--- src/sv/dde_pkg.sv ---
// ----------------------------------------------------------------------------
// dde_pkg
// shared types, constants and arithmetic helpers for the dispersive e update
// ----------------------------------------------------------------------------
`default_nettype none
package dde_pkg;
  localparam int CELLS     = 4096;
  localparam int FRAC_BITS = 20;
  localparam int IDX_W     = $clog2(CELLS);
  localparam int POL_W     = 64 * 3;

  localparam logic [2:0] MED_LORENTZ = 3'd1;
  localparam logic [2:0] MED_PLAIN   = 3'd2;
  localparam logic [2:0] MED_DRUDE   = 3'd3;

  localparam logic [2:0] REG_C1      = 3'd0;
  localparam logic [2:0] REG_C2      = 3'd1;
  localparam logic [2:0] REG_C3      = 3'd2;
  localparam logic [2:0] REG_INPLANE = 3'd3;
  localparam logic [2:0] REG_EPSZ    = 3'd4;
  localparam logic [2:0] REG_PLAIN   = 3'd5;

  typedef struct packed {
    logic [11:0]        cell_index;
    logic [2:0]         med_code;
    logic [5:0][31:0]   flux;
  } item_t;

  typedef struct packed {
    logic [5:0][31:0] field;
    logic             written;
    logic [11:0]      cell_index;
  } result_t;

  function automatic logic signed [31:0] sat32(input logic signed [63:0] v);
    if (v > 64'sd2147483647) return 32'sh7fffffff;
    if (v < -64'sd2147483648) return 32'sh80000000;
    return v[31:0];
  endfunction

  function automatic logic signed [31:0] round_sat(input logic signed [63:0] x);
    logic signed [63:0] y;
    y = x + (64'sd1 <<< (FRAC_BITS - 1));
    return sat32(y >>> FRAC_BITS);
  endfunction
endpackage
`default_nettype wire

--- src/sv/dde_front.sv ---
// ----------------------------------------------------------------------------
// dde_front
// input queue of two entries; accepts beats and hands them to the back part
// ----------------------------------------------------------------------------
`default_nettype none
module dde_front (
  input  wire             clk,
  input  wire             rst,
  input  wire             in_valid,
  output logic            in_ready,
  input  dde_pkg::item_t  in_item,
  output logic            q_valid,
  input  wire             q_ready,
  output dde_pkg::item_t  q_item
);
  import dde_pkg::*;

  item_t     mem [2];
  logic      wptr, rptr;
  logic [1:0] count;

  assign in_ready = (count != 2'd2);
  assign q_valid  = (count != 2'd0);
  assign q_item   = mem[rptr];

  always_ff @(posedge clk) begin
    if (in_valid && in_ready) mem[wptr] <= in_item;
  end

  always_ff @(posedge clk) begin
    if (rst) begin
      wptr  <= 1'b0;
      rptr  <= 1'b0;
      count <= 2'd0;
    end else begin
      if (in_valid && in_ready) wptr <= ~wptr;
      if (q_valid && q_ready) rptr <= ~rptr;
      count <= count + 2'(in_valid && in_ready) - 2'(q_valid && q_ready);
    end
  end
endmodule
`default_nettype wire

--- config.mk ---
export PLATFORM = sky130hd
export DESIGN_NAME = dde_front
export DESIGN_NICKNAME = d
export VERILOG_FILES = /design/src/sv/dde_pkg.sv /design/src/sv/dde_front.sv
export SDC_FILE = /design/constraint.sdc
export NUM_CORES = 1
export LEC_CHECK = 0
export BUFFER_PORTS_ARGS = -buffer_cell sky130_fd_sc_hd__buf_4
export CORE_MARGIN = 5
export CORE_UTILIZATION = 54
export CTS_BUF_LIST = sky130_fd_sc_hd__clkbuf_2
export DETAILED_ROUTE_END_ITERATION = 10
export PLACE_DENSITY_LB_ADDON = 0.2
export SLEW_MARGIN = 15
export SYNTH_ARGS = -nofsm -noshare
export SYNTH_HDL_FRONTEND = slang
export SYNTH_SLANG_ARGS = --single-unit
--- constraint.sdc ---
create_clock -name clk -period 14.85 [get_ports clk]
set_input_delay 2.2275 -clock clk [delete_from_list [all_inputs] [get_ports clk]]
set_output_delay 2.2275 -clock clk [all_outputs]
set_load 0.05 [all_outputs]
==> flow_summary_export.csv <==
group,metric,value,unit
sta,slew_viol_final,0,
finish,synthToLayoutAreaGrowth,27.8,%
yosys,synthesis.nets,881,
worst_setup_path,timing.setup.critical_path_class,"register to primary output",
global_route,global_route_wire_length_before_repair,48900,um
clock_tree,cts_tree,"built",
sta,timing.setup.tns,0,ps
yosys,yosys_warnings,0,
sta,timing.fmax,178,MHz
die,die_outline_height,180,um
place,numPlacedInstances,1453,
pwr,internal_power,2.27,mW
finish,fillers,1929,
pwr,peakVddDrop,0.132,mV
routing,detail_route.first_pass.iterations,6,
global_route,grt_usage,19.5,%
worst_setup_path,critical_path.max_fanout,155,
die,die_area,0.0326,mm2
global_route,global_route.overflow_total,0,
pwr,seqPwrFrac,41.8,%
clock_tree,postCtsSetupBuffers,0,
routing,routed_wire_length_per_instance,20.1,um
yosys,seq_area_frac_synth,79.9,%
die,die_w,180,um
worst_setup_path,worst_ep_required,12620,ps
worst_setup_path,timing.critical_path.slowest_cell_delay,870,ps
yosys,synth.cell_area,0.0157,mm2
place,place_ws,9490,ps
finish,nets,1385,
global_route,grt_antenna_before_repair,5,
yosys,ys_types,17,
routing,dr.first_iter.drc_count,511,
yosys,syn_area_cell,23.5,um2
die,core_area,0.0287,mm2
yosys,synth_area_leaders,"edfxtp_1 (79%), mux2_4 (12%), mux2_2 (5.6%)",
sta,setup-violations-final,0,
clock_tree,clock_tree.root_cell,"clkbuf_2",
yosys,synthMostInstantiatedCell,"edfxtp_1",
sta,rsz_0062_raised_after_global_routing,"false",
clock_tree,post_cts_hold_fix_bufs,0,
pwr,power.share.clock,18.8,%
yosys,yosys_register_bits,419,
die,initial_utilization,54.7,%
clock_tree,clock_latency,840,ps
worst_setup_path,slowest_stage,"dfxtp_4",
routing,wirelength,32800,um
yosys,post-synth-top-area-fraction,79.2,%
sta,slew_headroom,11.2,%
sta,timing.final.hold_violations,0,
worst_setup_path,worstPathArrival,3400,ps
worst_setup_path,cp.buffers_inverters,2,
pwr,pwr-share-comb,39.4,%
yosys,post_synth_inst_count,668,
place,placement.io_buffers,419,
routing,routed_via_density,4.93,
finish,final_layout_size_suffix_gt1_share,63.5,%
place,dp.final_hpwl,22000,um
routing,via_count,8050,
clock_tree,cts-resized-gates,0,
routing,final_antenna_net_count,0,
yosys,ys_async_sr_fraction,0,%
pwr,netSwitchingPower,1.42,mW
clock_tree,cts_inserted_buffers,101,
die,std_cell_rows,62,
sta,finalWorstPathRequiredPeriod,5630,ps
pwr,netSwitchingFraction,38.5,%
clock_tree,cts.sinks,419,
worst_setup_path,endpoint_kind,"primary output",
place,routabilityCongestion,0.747,
job,total_of_max_cap_violations,0,
worst_setup_path,critPathTopFamily,"flip-flops",
clock_tree,clkSlewWorstSetupHoldPaths,90,ps
sta,fin_skew,49.3,ps
finish,fin_cells,1634,
sta,worst_slew_pin_slew,1330,ps
yosys,synthDominantAreaCellType,"edfxtp_1",
worst_hold_path,hold_class,"register to register",
die,io_pins,420,
routing,detail_route.drc_violations,0,
sta,whs,524,ps
global_route,vias_in_the_first_global_route,8772,
yosys,netlist_top_cells_count,"edfxtp_1 (414), mux2_4 (130), mux2_2 (78)",
sta,final.period_utilization,37.9,%
yosys,synth-edff-count,414,
sta,final.setup.worst_slack,9220,ps
pwr,power.leakage,7.90,nW
worst_setup_path,critPathLaunchType,"register",
global_route,grt_start_max_net_pins,168,
finish,final_util,69.9,%
yosys,synth_top_flop_cell,"edfxtp_1",
clock_tree,cts_htree_levels,3,
outcome,run_status,"finished, final reports clean",
worst_setup_path,worstPathCellList,"buf_12 -> mux2_4 -> buf_4",
pwr,power_density,184,mW/mm2
clock_tree,max-clock-path-buffers,3,
==> worst min-delay path, stage by stage (launching register included) <==
cell     delay (ps)
dfxtp_1         330
xnor2_1          90
nor2_1           70
==> power by group through the flow <==
stage	clock [mW]	sequential, mW	combinational [mW]
2_1_floorplan	0	1.59	1.09
3_3_place_gp	0	1.56	1.46
3_5_place_dp	0	1.57	1.46
4_1_cts	0.725	1.54	1.47
5_1_grt	0.796	1.56	1.50
6_report	0.693	1.54	1.46
==> final timing paths <==
check | depth (start not counted) | end | slack [ps] | start
min | 2 | register | 520 | rptr
max | 3 | q_item[126] | 9220 | register
min reg2reg | 2 | register | 520 | rptr
max reg2reg | 5 | mem[0][161] | 11230 | count[0]
==> through the flow <==
stage                     area [um2]  total power [mW]
final                          20100              3.69
after global routing           20100              3.85
after CTS                      20000              3.73
after detailed placement       19200              3.03
after global placement         19200              3.02
after floorplan                15700              2.68
==> routing by layer <==
| metal | vias to the layer above | GRT usage (%) | routed length, um |
|---|---|---|---|
| li1 | 3734 | - | - |
| met1 | 3909 | 21.1 | 11800 |
| met2 | 359 | 33.9 | 17100 |
| met3 | 48 | 8.70 | 3170 |
| met4 | 0 | 7.41 | 780 |
| met5 | - | 0 | 0 |
==> area by class of cell <==
class / count / area (um2) / share of cell area (%)
antenna: 5 / 12.5 / 0.0624
clock buffer: 150 / 751 / 3.74
clock inverter: 26 / 115 / 0.574
inverter: 1 / 3.75 / 0.0187
multi-input combinational: 225 / 2960 / 14.7
sequential: 419 / 12500 / 62.5
tap: 384 / 480 / 2.39
timing repair buffer: 424 / 3210 / 16.0
==> logic make-up after synthesis <==
family                     count (synthesis)  synth area share, %
AOI/OAI and AO/OA                          1               0.0479
xor gates and xnor gates                   3                0.167
adders and majority gates                  2                0.159
buffers and inverters                     24                 1.40
DFF                                      419                 79.9
muxes                                    208                 18.0
and+or+nand+nor                           11                0.343
==> flip-flops by register name, summed over array words and instances (netlist names), named ones only <==
name,cells
rptr,1
wptr,1
count,2
mem,414
==> placed cells by master (no fill, tap or decap), types with 2 or more instances in the layout <==
cell type | synthesis | final
buf_4 | 0 | 422
buf_12 | 0 | 2
mux2_4 | 130 | 130
clkinv_1 | 0 | 21
edfxtp_1 | 414 | 414
mux2_2 | 78 | 78
nor2b_1 | 2 | 2
ha_1 | 2 | 2
clkinvlp_4 | 0 | 3
dfxtp_1 | 5 | 4
xnor2_1 | 2 | 2
diode_2 | 0 | 5
clkbuf_2 | 0 | 150
nor2_1 | 5 | 4
(Power assumes the default switching activity.)
